==> src/hdl/assert_macros.svh <==
// Assertion helpers shared by the RTL.
`ifndef ASSERT_MACROS_SVH
`define ASSERT_MACROS_SVH

// Same-cycle implication.
`define ESM_ASSERT_IMP(label, clk, rst_n, ante, cons) \
  label: assert property (@(posedge clk) disable iff (!rst_n) (ante) |-> (cons)) \
    else $error("implication check failed");

// Next-cycle implication.
`define ESM_ASSERT_NXT(label, clk, rst_n, ante, cons) \
  label: assert property (@(posedge clk) disable iff (!rst_n) (ante) |=> (cons)) \
    else $error("next-cycle check failed");

`endif

==> src/hdl/esm_pkg.sv <==
package esm_pkg;

  localparam int MAX_ENTRIES_DEF = 32;
  localparam int KEY_COUNT       = 16;
  localparam int MAX_RESULTS     = 32;
  localparam int HIT_W           = $clog2(MAX_RESULTS + 1);

  localparam logic [1:0] KIND_SUB   = 2'd0;
  localparam logic [1:0] KIND_UNSUB = 2'd1;
  localparam logic [1:0] KIND_PUB   = 2'd2;
  localparam logic [1:0] KIND_CLR   = 2'd3;

  localparam logic [2:0] ST_OK        = 3'd0;
  localparam logic [2:0] ST_NULL      = 3'd1;
  localparam logic [2:0] ST_RANGE     = 3'd2;
  localparam logic [2:0] ST_FULL      = 3'd3;
  localparam logic [2:0] ST_NOT_FOUND = 3'd4;
  localparam logic [2:0] ST_DELIVERY  = 3'd5;

  typedef struct packed {
    logic [3:0]  key;
    logic [31:0] mask;
    logic [31:0] callback;
    logic [31:0] context_w;
  } esm_entry_t;

  typedef struct packed {
    logic cap_in;     // latch the accepted request, restart the walk
    logic cnt_clr;
    logic cnt_dec;
    logic sub_do;     // check and append a subscription
    logic rd_last;    // read the last live entry instead of the walk index
    logic idx_inc;
    logic rem_inc;
    logic hit_take;   // park the current entry as pending delivery
    logic mv_write;   // copy read entry into the hole at the walk index
    logic emit_pend;
    logic emit_last;
    logic emit_final;
  } esm_cmd_t;

  typedef struct packed {
    logic [1:0] kind;
    logic       idx_lt_cnt;
    logic       idx_next_lt_cnt;
    logic       at_cap;
    logic       pub_hit;
    logic       unsub_hit;
    logic       pend_valid;
    logic       out_free;
  } esm_sts_t;

endpackage

==> src/hdl/event_subscription_matcher.sv <==
// Channel  Dir  Handshake                Payload
// in       in   in_valid_i / in_stall_o  kind, key, bits, callback_handle, context_handle, payload
// out      out  out_valid_o / out_stall_i status, is_delivery, out_callback, out_context, out_key,
//                                        out_event, out_payload, removed_count, entry_total, last
//
// One request at a time; the table sits in a single-port-read RAM.
// Publish and unsubscribe walk the table entry by entry; an unsubscribe hit moves the last live
// entry into the hole unless the hit was itself the last. Subscribe and clear do not walk.
// Reset empties the table (entry count to zero); no clearing pass.
// A result held by out_stall_i does not block the next input transfer; the walk waits only
// when it has another result to load.
`include "assert_macros.svh"

module event_subscription_matcher #(
  parameter int MAX_ENTRIES = esm_pkg::MAX_ENTRIES_DEF
) (
  input  logic        clk_i,
  input  logic        rst_ni,
  input  logic        in_valid_i,
  output logic        in_stall_o,
  input  logic [1:0]  kind_i,
  input  logic [3:0]  key_i,
  input  logic [31:0] bits_i,
  input  logic [31:0] callback_handle_i,
  input  logic [31:0] context_handle_i,
  input  logic [31:0] payload_i,
  output logic        out_valid_o,
  input  logic        out_stall_i,
  output logic [2:0]  status_o,
  output logic        is_delivery_o,
  output logic [31:0] out_callback_o,
  output logic [31:0] out_context_o,
  output logic [3:0]  out_key_o,
  output logic [31:0] out_event_o,
  output logic [31:0] out_payload_o,
  output logic [5:0]  removed_count_o,
  output logic [5:0]  entry_total_o,
  output logic        last_o
);
  import esm_pkg::*;

  esm_cmd_t cmd;
  esm_sts_t sts;

  esm_ctrl u_ctrl (
    .clk_i     (clk_i),
    .rst_ni    (rst_ni),
    .in_valid_i(in_valid_i),
    .kind_i    (kind_i),
    .in_stall_o(in_stall_o),
    .sts_i     (sts),
    .cmd_o     (cmd)
  );

  esm_dp #(
    .MAX_ENTRIES(MAX_ENTRIES)
  ) u_dp (
    .clk_i            (clk_i),
    .rst_ni           (rst_ni),
    .kind_i           (kind_i),
    .key_i            (key_i),
    .bits_i           (bits_i),
    .callback_handle_i(callback_handle_i),
    .context_handle_i (context_handle_i),
    .payload_i        (payload_i),
    .cmd_i            (cmd),
    .sts_o            (sts),
    .out_valid_o      (out_valid_o),
    .out_stall_i      (out_stall_i),
    .status_o         (status_o),
    .is_delivery_o    (is_delivery_o),
    .out_callback_o   (out_callback_o),
    .out_context_o    (out_context_o),
    .out_key_o        (out_key_o),
    .out_event_o      (out_event_o),
    .out_payload_o    (out_payload_o),
    .removed_count_o  (removed_count_o),
    .entry_total_o    (entry_total_o),
    .last_o           (last_o)
  );

  `ESM_ASSERT_IMP(a_emit_free, clk_i, rst_ni, cmd.emit_pend || cmd.emit_final, sts.out_free)
  `ESM_ASSERT_NXT(a_busy_after_in, clk_i, rst_ni, in_valid_i && !in_stall_o, in_stall_o)
  `ESM_ASSERT_IMP(a_deliv_status, clk_i, rst_ni, out_valid_o && is_delivery_o, status_o == ST_DELIVERY)
  `ESM_ASSERT_IMP(a_single_last, clk_i, rst_ni, out_valid_o && !is_delivery_o, last_o)

endmodule

==> src/hdl/esm_ram.sv <==
module esm_ram #(
  parameter int WIDTH = 8,
  parameter int DEPTH = 32
) (
  input  logic                     clk_i,
  input  logic                     we_i,
  input  logic [$clog2(DEPTH)-1:0] waddr_i,
  input  logic [WIDTH-1:0]         wdata_i,
  input  logic [$clog2(DEPTH)-1:0] raddr_i,
  output logic [WIDTH-1:0]         rdata_o
);

  logic [WIDTH-1:0] mem_q [DEPTH];
  logic [WIDTH-1:0] rdata_q;

  always_ff @(posedge clk_i) begin
    if (we_i) begin
      mem_q[waddr_i] <= wdata_i;
    end
    rdata_q <= mem_q[raddr_i];
  end

  assign rdata_o = rdata_q;

endmodule

==> src/hdl/esm_ctrl.sv <==
module esm_ctrl (
  input  logic              clk_i,
  input  logic              rst_ni,
  input  logic              in_valid_i,
  input  logic [1:0]        kind_i,
  output logic              in_stall_o,
  input  esm_pkg::esm_sts_t sts_i,
  output esm_pkg::esm_cmd_t cmd_o
);
  import esm_pkg::*;

  localparam logic [2:0] S_IDLE = 3'd0;
  localparam logic [2:0] S_SUB  = 3'd1;
  localparam logic [2:0] S_RD   = 3'd2;
  localparam logic [2:0] S_CMP  = 3'd3;
  localparam logic [2:0] S_MV   = 3'd4;
  localparam logic [2:0] S_FIN  = 3'd5;

  logic [2:0] state_q, state_d;
  logic       is_pub;

  assign is_pub     = (sts_i.kind == KIND_PUB);
  assign in_stall_o = (state_q != S_IDLE);

  always_comb begin
    state_d = state_q;
    cmd_o   = '0;
    unique case (state_q)
      S_IDLE: begin
        if (in_valid_i) begin
          cmd_o.cap_in = 1'b1;
          if (kind_i == KIND_SUB) begin
            state_d = S_SUB;
          end else if (kind_i == KIND_CLR) begin
            cmd_o.cnt_clr = 1'b1;
            state_d       = S_FIN;
          end else begin
            state_d = S_RD;
          end
        end
      end
      S_SUB: begin
        cmd_o.sub_do = 1'b1;
        state_d      = S_FIN;
      end
      S_RD: begin
        if (sts_i.idx_lt_cnt && !(is_pub && sts_i.at_cap)) begin
          state_d = S_CMP;
        end else begin
          state_d = S_FIN;
        end
      end
      S_CMP: begin
        if (is_pub) begin
          if (!sts_i.pub_hit) begin
            cmd_o.idx_inc = 1'b1;
            state_d       = S_RD;
          end else if (!sts_i.pend_valid) begin
            cmd_o.hit_take = 1'b1;
            cmd_o.idx_inc  = 1'b1;
            state_d        = S_RD;
          end else if (sts_i.out_free) begin
            cmd_o.emit_pend = 1'b1;
            cmd_o.hit_take  = 1'b1;
            cmd_o.idx_inc   = 1'b1;
            state_d         = S_RD;
          end
        end else if (sts_i.unsub_hit) begin
          cmd_o.rem_inc = 1'b1;
          if (sts_i.idx_next_lt_cnt) begin
            cmd_o.rd_last = 1'b1;
            state_d       = S_MV;
          end else begin
            cmd_o.cnt_dec = 1'b1;
            state_d       = S_RD;
          end
        end else begin
          cmd_o.idx_inc = 1'b1;
          state_d       = S_RD;
        end
      end
      S_MV: begin
        cmd_o.mv_write = 1'b1;
        cmd_o.cnt_dec  = 1'b1;
        state_d        = S_RD;
      end
      S_FIN: begin
        if (sts_i.out_free) begin
          if (sts_i.pend_valid) begin
            cmd_o.emit_pend = 1'b1;
            cmd_o.emit_last = 1'b1;
          end else begin
            cmd_o.emit_final = 1'b1;
          end
          state_d = S_IDLE;
        end
      end
      default: begin
        state_d = S_IDLE;
      end
    endcase
  end

  always_ff @(posedge clk_i or negedge rst_ni) begin
    if (!rst_ni) begin
      state_q <= S_IDLE;
    end else begin
      state_q <= state_d;
    end
  end

endmodule

==> src/hdl/esm_dp.sv <==
module esm_dp #(
  parameter int MAX_ENTRIES = esm_pkg::MAX_ENTRIES_DEF
) (
  input  logic              clk_i,
  input  logic              rst_ni,
  input  logic [1:0]        kind_i,
  input  logic [3:0]        key_i,
  input  logic [31:0]       bits_i,
  input  logic [31:0]       callback_handle_i,
  input  logic [31:0]       context_handle_i,
  input  logic [31:0]       payload_i,
  input  esm_pkg::esm_cmd_t cmd_i,
  output esm_pkg::esm_sts_t sts_o,
  output logic              out_valid_o,
  input  logic              out_stall_i,
  output logic [2:0]        status_o,
  output logic              is_delivery_o,
  output logic [31:0]       out_callback_o,
  output logic [31:0]       out_context_o,
  output logic [3:0]        out_key_o,
  output logic [31:0]       out_event_o,
  output logic [31:0]       out_payload_o,
  output logic [5:0]        removed_count_o,
  output logic [5:0]        entry_total_o,
  output logic              last_o
);
  import esm_pkg::*;

  localparam int         IdxW     = $clog2(MAX_ENTRIES);
  localparam int         CntW     = $clog2(MAX_ENTRIES + 1);
  localparam int         EntryW   = $bits(esm_entry_t);
  localparam logic [8:0] KeyLimit = 9'(KEY_COUNT);

  logic [1:0]       kind_q;
  logic [3:0]       key_q;
  logic [31:0]      bits_q, cb_q, ctx_q, pay_q;
  logic [CntW-1:0]  idx_q, cnt_q, rem_q;
  logic [CntW-1:0]  last_idx;
  logic [CntW:0]    idx_next;
  logic [HIT_W-1:0] hits_q;
  logic [2:0]       sub_st_q, sub_st_d;
  logic             sub_ok;
  logic             pend_v_q;
  esm_entry_t       pend_q, rd_ent, new_ent;

  logic              ram_we;
  logic [IdxW-1:0]   ram_waddr, ram_raddr;
  logic [EntryW-1:0] ram_wdata, ram_rdata;

  logic [CntW+5:0]   cnt_ext, rem_ext;

  logic        out_valid_q, out_deliv_q, out_last_q;
  logic [2:0]  out_status_q;
  logic [31:0] out_cb_q, out_ctx_q, out_ev_q, out_pay_q;
  logic [3:0]  out_key_q;
  logic [5:0]  out_rem_q, out_tot_q;

  assign last_idx = cnt_q - CntW'(1);
  assign idx_next = {1'b0, idx_q} + (CntW + 1)'(1);

  assign rd_ent    = esm_entry_t'(ram_rdata);
  assign new_ent   = '{key: key_q, mask: bits_q, callback: cb_q, context_w: ctx_q};
  assign ram_raddr = cmd_i.rd_last ? last_idx[IdxW-1:0] : idx_q[IdxW-1:0];
  assign ram_we    = cmd_i.mv_write || (cmd_i.sub_do && sub_ok);
  assign ram_waddr = cmd_i.mv_write ? idx_q[IdxW-1:0] : cnt_q[IdxW-1:0];
  assign ram_wdata = cmd_i.mv_write ? ram_rdata : EntryW'(new_ent);

  esm_ram #(
    .WIDTH(EntryW),
    .DEPTH(MAX_ENTRIES)
  ) u_table (
    .clk_i  (clk_i),
    .we_i   (ram_we),
    .waddr_i(ram_waddr),
    .wdata_i(ram_wdata),
    .raddr_i(ram_raddr),
    .rdata_o(ram_rdata)
  );

  always_comb begin
    sub_ok = 1'b0;
    if (cb_q == 32'd0) begin
      sub_st_d = ST_NULL;
    end else if ({5'd0, key_q} >= KeyLimit) begin
      sub_st_d = ST_RANGE;
    end else if (cnt_q == CntW'(MAX_ENTRIES)) begin
      sub_st_d = ST_FULL;
    end else begin
      sub_st_d = ST_OK;
      sub_ok   = 1'b1;
    end
  end

  assign sts_o.kind            = kind_q;
  assign sts_o.idx_lt_cnt      = (idx_q < cnt_q);
  assign sts_o.idx_next_lt_cnt = (idx_next < {1'b0, cnt_q});
  assign sts_o.at_cap          = (hits_q == HIT_W'(MAX_RESULTS));
  assign sts_o.pub_hit         = (rd_ent.key == key_q) &&
                                 ((rd_ent.mask == 32'd0) || ((rd_ent.mask & bits_q) != 32'd0));
  assign sts_o.unsub_hit       = (rd_ent == new_ent);
  assign sts_o.pend_valid      = pend_v_q;
  assign sts_o.out_free        = !out_valid_q || !out_stall_i;

  // low six bits of the counters for the narrow result fields
  assign cnt_ext = {6'd0, cnt_q};
  assign rem_ext = {6'd0, rem_q};

  always_ff @(posedge clk_i or negedge rst_ni) begin
    if (!rst_ni) begin
      cnt_q       <= '0;
      idx_q       <= '0;
      rem_q       <= '0;
      hits_q      <= '0;
      pend_v_q    <= 1'b0;
      out_valid_q <= 1'b0;
    end else begin
      if (cmd_i.cnt_clr) begin
        cnt_q <= '0;
      end else if (cmd_i.sub_do && sub_ok) begin
        cnt_q <= cnt_q + CntW'(1);
      end else if (cmd_i.cnt_dec) begin
        cnt_q <= cnt_q - CntW'(1);
      end

      if (cmd_i.cap_in) begin
        idx_q <= '0;
      end else if (cmd_i.idx_inc) begin
        idx_q <= idx_next[CntW-1:0];
      end

      if (cmd_i.cap_in) begin
        rem_q <= '0;
      end else if (cmd_i.rem_inc) begin
        rem_q <= rem_q + CntW'(1);
      end

      if (cmd_i.cap_in) begin
        hits_q   <= '0;
        pend_v_q <= 1'b0;
      end else if (cmd_i.hit_take) begin
        hits_q   <= hits_q + HIT_W'(1);
        pend_v_q <= 1'b1;
      end

      if (cmd_i.emit_pend || cmd_i.emit_final) begin
        out_valid_q <= 1'b1;
      end else if (!out_stall_i) begin
        out_valid_q <= 1'b0;
      end
    end
  end

  always_ff @(posedge clk_i) begin
    if (cmd_i.cap_in) begin
      kind_q <= kind_i;
      key_q  <= key_i;
      bits_q <= bits_i;
      cb_q   <= callback_handle_i;
      ctx_q  <= context_handle_i;
      pay_q  <= payload_i;
    end
    if (cmd_i.sub_do) begin
      sub_st_q <= sub_st_d;
    end
    if (cmd_i.hit_take) begin
      pend_q <= rd_ent;
    end
    if (cmd_i.emit_pend) begin
      out_status_q <= ST_DELIVERY;
      out_deliv_q  <= 1'b1;
      out_cb_q     <= pend_q.callback;
      out_ctx_q    <= pend_q.context_w;
      out_key_q    <= pend_q.key;
      out_ev_q     <= bits_q;
      out_pay_q    <= pay_q;
      out_rem_q    <= 6'd0;
      out_tot_q    <= cnt_ext[5:0];
      out_last_q   <= cmd_i.emit_last;
    end else if (cmd_i.emit_final) begin
      if (kind_q == KIND_SUB) begin
        out_status_q <= sub_st_q;
      end else if (kind_q == KIND_UNSUB) begin
        out_status_q <= (rem_q != '0) ? ST_OK : ST_NOT_FOUND;
      end else begin
        out_status_q <= ST_OK;
      end
      out_deliv_q <= 1'b0;
      out_cb_q    <= 32'd0;
      out_ctx_q   <= 32'd0;
      out_key_q   <= 4'd0;
      out_ev_q    <= 32'd0;
      out_pay_q   <= 32'd0;
      out_rem_q   <= rem_ext[5:0];
      out_tot_q   <= cnt_ext[5:0];
      out_last_q  <= 1'b1;
    end
  end

  assign out_valid_o     = out_valid_q;
  assign status_o        = out_status_q;
  assign is_delivery_o   = out_deliv_q;
  assign out_callback_o  = out_cb_q;
  assign out_context_o   = out_ctx_q;
  assign out_key_o       = out_key_q;
  assign out_event_o     = out_ev_q;
  assign out_payload_o   = out_pay_q;
  assign removed_count_o = out_rem_q;
  assign entry_total_o   = out_tot_q;
  assign last_o          = out_last_q;

endmodule
==> config.mk <==
export PLATFORM = sky130hd
export DESIGN_NAME = event_subscription_matcher
export DESIGN_NICKNAME = d
export VERILOG_FILES = /design/src/hdl/esm_pkg.sv /design/src/hdl/event_subscription_matcher.sv /design/src/hdl/esm_ram.sv /design/src/hdl/esm_ctrl.sv /design/src/hdl/esm_dp.sv
export VERILOG_INCLUDE_DIRS = /design/src /design/src/hdl
export SDC_FILE = /design/constraint.sdc
export NUM_CORES = 2
export LEC_CHECK = 0
export ABC_AREA = 1
export CORE_ASPECT_RATIO = 1.2
export CORE_MARGIN = 5
export CORE_UTILIZATION = 45
export CTS_CLUSTER_SIZE = 20
export DETAILED_ROUTE_END_ITERATION = 12
export DONT_BUFFER_PORTS = 1
export PLACE_DENSITY = 0.71
export SYNTH_ARGS = -nofsm -noshare
export SYNTH_HDL_FRONTEND = slang
export SYNTH_SLANG_ARGS = --single-unit
==> constraint.sdc <==
create_clock -name clk_i -period 8.8 [get_ports clk_i]
set_input_delay 0.44 -clock clk_i [delete_from_list [all_inputs] [get_ports clk_i]]
set_output_delay 0.44 -clock clk_i [all_outputs]
set_load 0.02 [all_outputs]
==> impl_results.md <==
* Top-count cell post-synth: edfxtp_1
* Synth Cell Area at 147900 um2
* Largest area contributor in the netlist: edfxtp_1
* Tightest Hold Check Type: in2async
* Seq/Total Area, Yosys at 73.90%
* FP Rows at 230
* GR Overflow Total at 0
* Final period utilization at 79.76%
* CTS sink count at 3682
* Routed Antenna Nets at 0
* Share of cells above drive strength 1 at 7.253%
* Final hold violation count at 0
* Critical Path Start Type: flop
* Buffers on Ports at 0
* Dpl cells at 16140
* Core outline area at 327200 um2
* Initial antenna violation count at 24
* Arrival time of the worst setup path at 7.78 ns
* IO Pins at 289
* Fillers at 26800
* FF-to-FF path depth at 18
* Layout Nets at 12550
* Drt pass-1 iters at 7
* Hpwl dp at 220.8 mm
* Synth warn at 0
* TNS Setup at 0 ns
* WL final at 454.6 mm
* CTS tree: yes
* Gates resized, CTS repair at 0
* Syn Nets at 12560
* Max clock buf depth at 4
* Post-synth EDFFs at 3543
* Leakage at 60.57 nW
* First-pass GRT wire length at 648.5 mm
* RSZ-0062 raised after global routing: false
* CTS Root Cell: clkbuf_16
* Synthesis-to-finish area growth at 12.74%
* Dpl cell area at 153100 um2
* Pin count of the biggest net entering global routing at 238
* Total vias in the final route at 101500
* Seq. cell area at 109300 um2
* Die ar. at 340400 um2
* Design Area, Final at 166800 um2
* Setup-failing EPs final at 0
* Clk slew on worst S/H paths at 0.06 ns
* Post-synth top flop: edfxtp_1
* Vias in the first global route at 94970
* Vias per inst at 5.981
* FMAX at 142.5 MHz
* Die Y at 638.1 um
* Initial Util at 45.21%
* Max Slew Vio Count at 0
* Initial DRC count at 16610
* Power, Total at 56.32 mW
* WHS at 0.08151 ns
* Total of max-cap violations at 0
* Status: finished, final reports clean
* Post-Syn Instances at 12370
* Layout Cells excl Fill at 16970
* Asr flop ratio synth at 0.7876%
* DR WL/cell at 26.79 um
* Nature of the critical path endpoint: flop
* Footprint of the multi-input gates at 33250 um2
* Global Route Usage Sum at 25.60%
* Count of different cell masters after synthesis at 39
* WP data required at 9.56 ns
* Slew HR at 6.981%
* H-tree Lvls at 5
* Synth cell count leaders: edfxtp_1, nand2_1, nand3_1
* Syn_area_per_cell at 11.96 um2
* # DRC at 0
* Yosys top cell area share at 71.92%
* Gpl congestion at 0.8210
* Die width at 533.4 um
* CTS hold repair buffers at 139
* Crit path time final at 7.019 ns
* Worst Path Max Fanout at 84
* #FFs+latches synth at 3682
* Synth area leaders: edfxtp_1, nand3_1, nand2_1
* Post-CTS setup buffer count at 0
* Crit Path Class: reg2reg
* Num CTS Buffers at 373
* PwrDens at 337.7 nW/um2
* Worst-margin pin slew at 1.395 ns
* Clk_lat worst skew at 0.96 ns
* Peak supply drop at 349.2 uV
* Skew final at 0.06665 ns
## final timing paths
| path | endpoint | start | slack [ns] |
|---|---|---|---|
| worst max-delay path | u_dp.u_table.rdata_o[13] | u_dp.cb_q[6] | 1.78 |
| worst min-delay path | u_dp.out_valid_o | rst_ni | 0.08 |
| worst max register to register | u_dp.u_table.rdata_o[13] | u_dp.cb_q[6] | 1.78 |
| worst min register to register | u_dp.pend_q[56] | u_dp.u_table.rdata_o[56] | 0.45 |
| max in group asynchronous | u_dp.hits_q[4] | rst_ni | 8.53 |
| min in group clk_i | u_dp.cb_q[15] | callback_handle_i[15] | 0.10 |
## power breakdown
part           switching [mW]  total, mW  leakage (nW)  internal, mW
Clock                    6.73       15.8          5.97          9.11
Combinational            12.5       16.9          21.3          4.34
Sequential               1.16       23.6          33.3          22.4
## metrics by stage
step | utilization [%] | worst slack [ns]
4_1_cts | 50.96 | 2.230
5_1_grt | 50.97 | 1.774
3_5_place_dp | 46.79 | 2.259
6_report | 50.98 | 1.781
2_1_floorplan | - | 2.387
3_3_place_gp | 46.79 | 2.292
## sequential cells by signal, indices dropped and copies added, names as in the netlist, 6 cells and up
signal,flops
u_dp.bits_q,32
u_dp.cb_q,32
u_dp.cnt_q,6
u_dp.ctx_q,32
u_dp.entry_total_o,6
u_dp.hits_q,6
u_dp.idx_q,6
u_dp.out_callback_o,32
u_dp.out_context_o,32
u_dp.out_event_o,32
u_dp.out_payload_o,32
u_dp.pay_q,32
u_dp.pend_q,68
u_dp.rem_q,6
u_dp.removed_count_o,6
u_dp.u_table.mem_q,3200
u_dp.u_table.rdata_o,100
## worst max-delay path, stage by stage, from the launching register on
cell and delay, ns:
edfxtp_1 0.45, xnor2_1 0.35, nand2_1 0.11, nor2_1 0.72
nand2_1 0.32, nor2_1 0.54, nand3_1 0.21, nor2_4 0.30
nand3_2 0.48, nand2_4 0.84, nand2_4 0.72, buf_12 0.45
buf_4 0.46, nand2_1 0.15, nand3_1 0.08, nand3_1 0.09
nand3_1 0.08, nand3_1 0.11, nand2_1 0.13
## cell usage in the layout, fill, tap and decap left out, types with 89 or more instances in the layout
cell type,count
inv_1,698
clkbuf_1,89
nor2_1,237
buf_4,175
dfxtp_1,110
nand3b_1,95
nand2_1,3292
edfxtp_1,3543
dlygate4sd3_1,137
nand3_1,3235
clkbuf_16,379
## metal layers
layer	part of all wire (%)	global-route usage (%)	up-vias
li1	-	-	43400
met1	36	35.14	49390
met2	45	39.53	7509
met3	14	5.787	1166
met4	4.5	10.76	14
met5	0.040	0.2122	-
## area by class of cell
type                            instances  area share (%)
Timing Repair Buffer                  375           2.360
Clock inverter                        184           1.170
Tap cell                             4292           3.220
Sequential cell                      3682           65.54
Multi-Input combinational cell       7222           19.93
Antenna cell                            5        0.007502
Inverter                              706           1.608
Clock buffer                          501           6.159
## cell families after synthesis
group,synth area share [%]
compound gates,0.5658
xor+xnor,0.1835
fa+ha+maj,0.4229
buf+inv,4.012
flops,73.90
mux,0.1370
simple gates,20.78
Note: power is estimated with default switching activity, not from simulation.
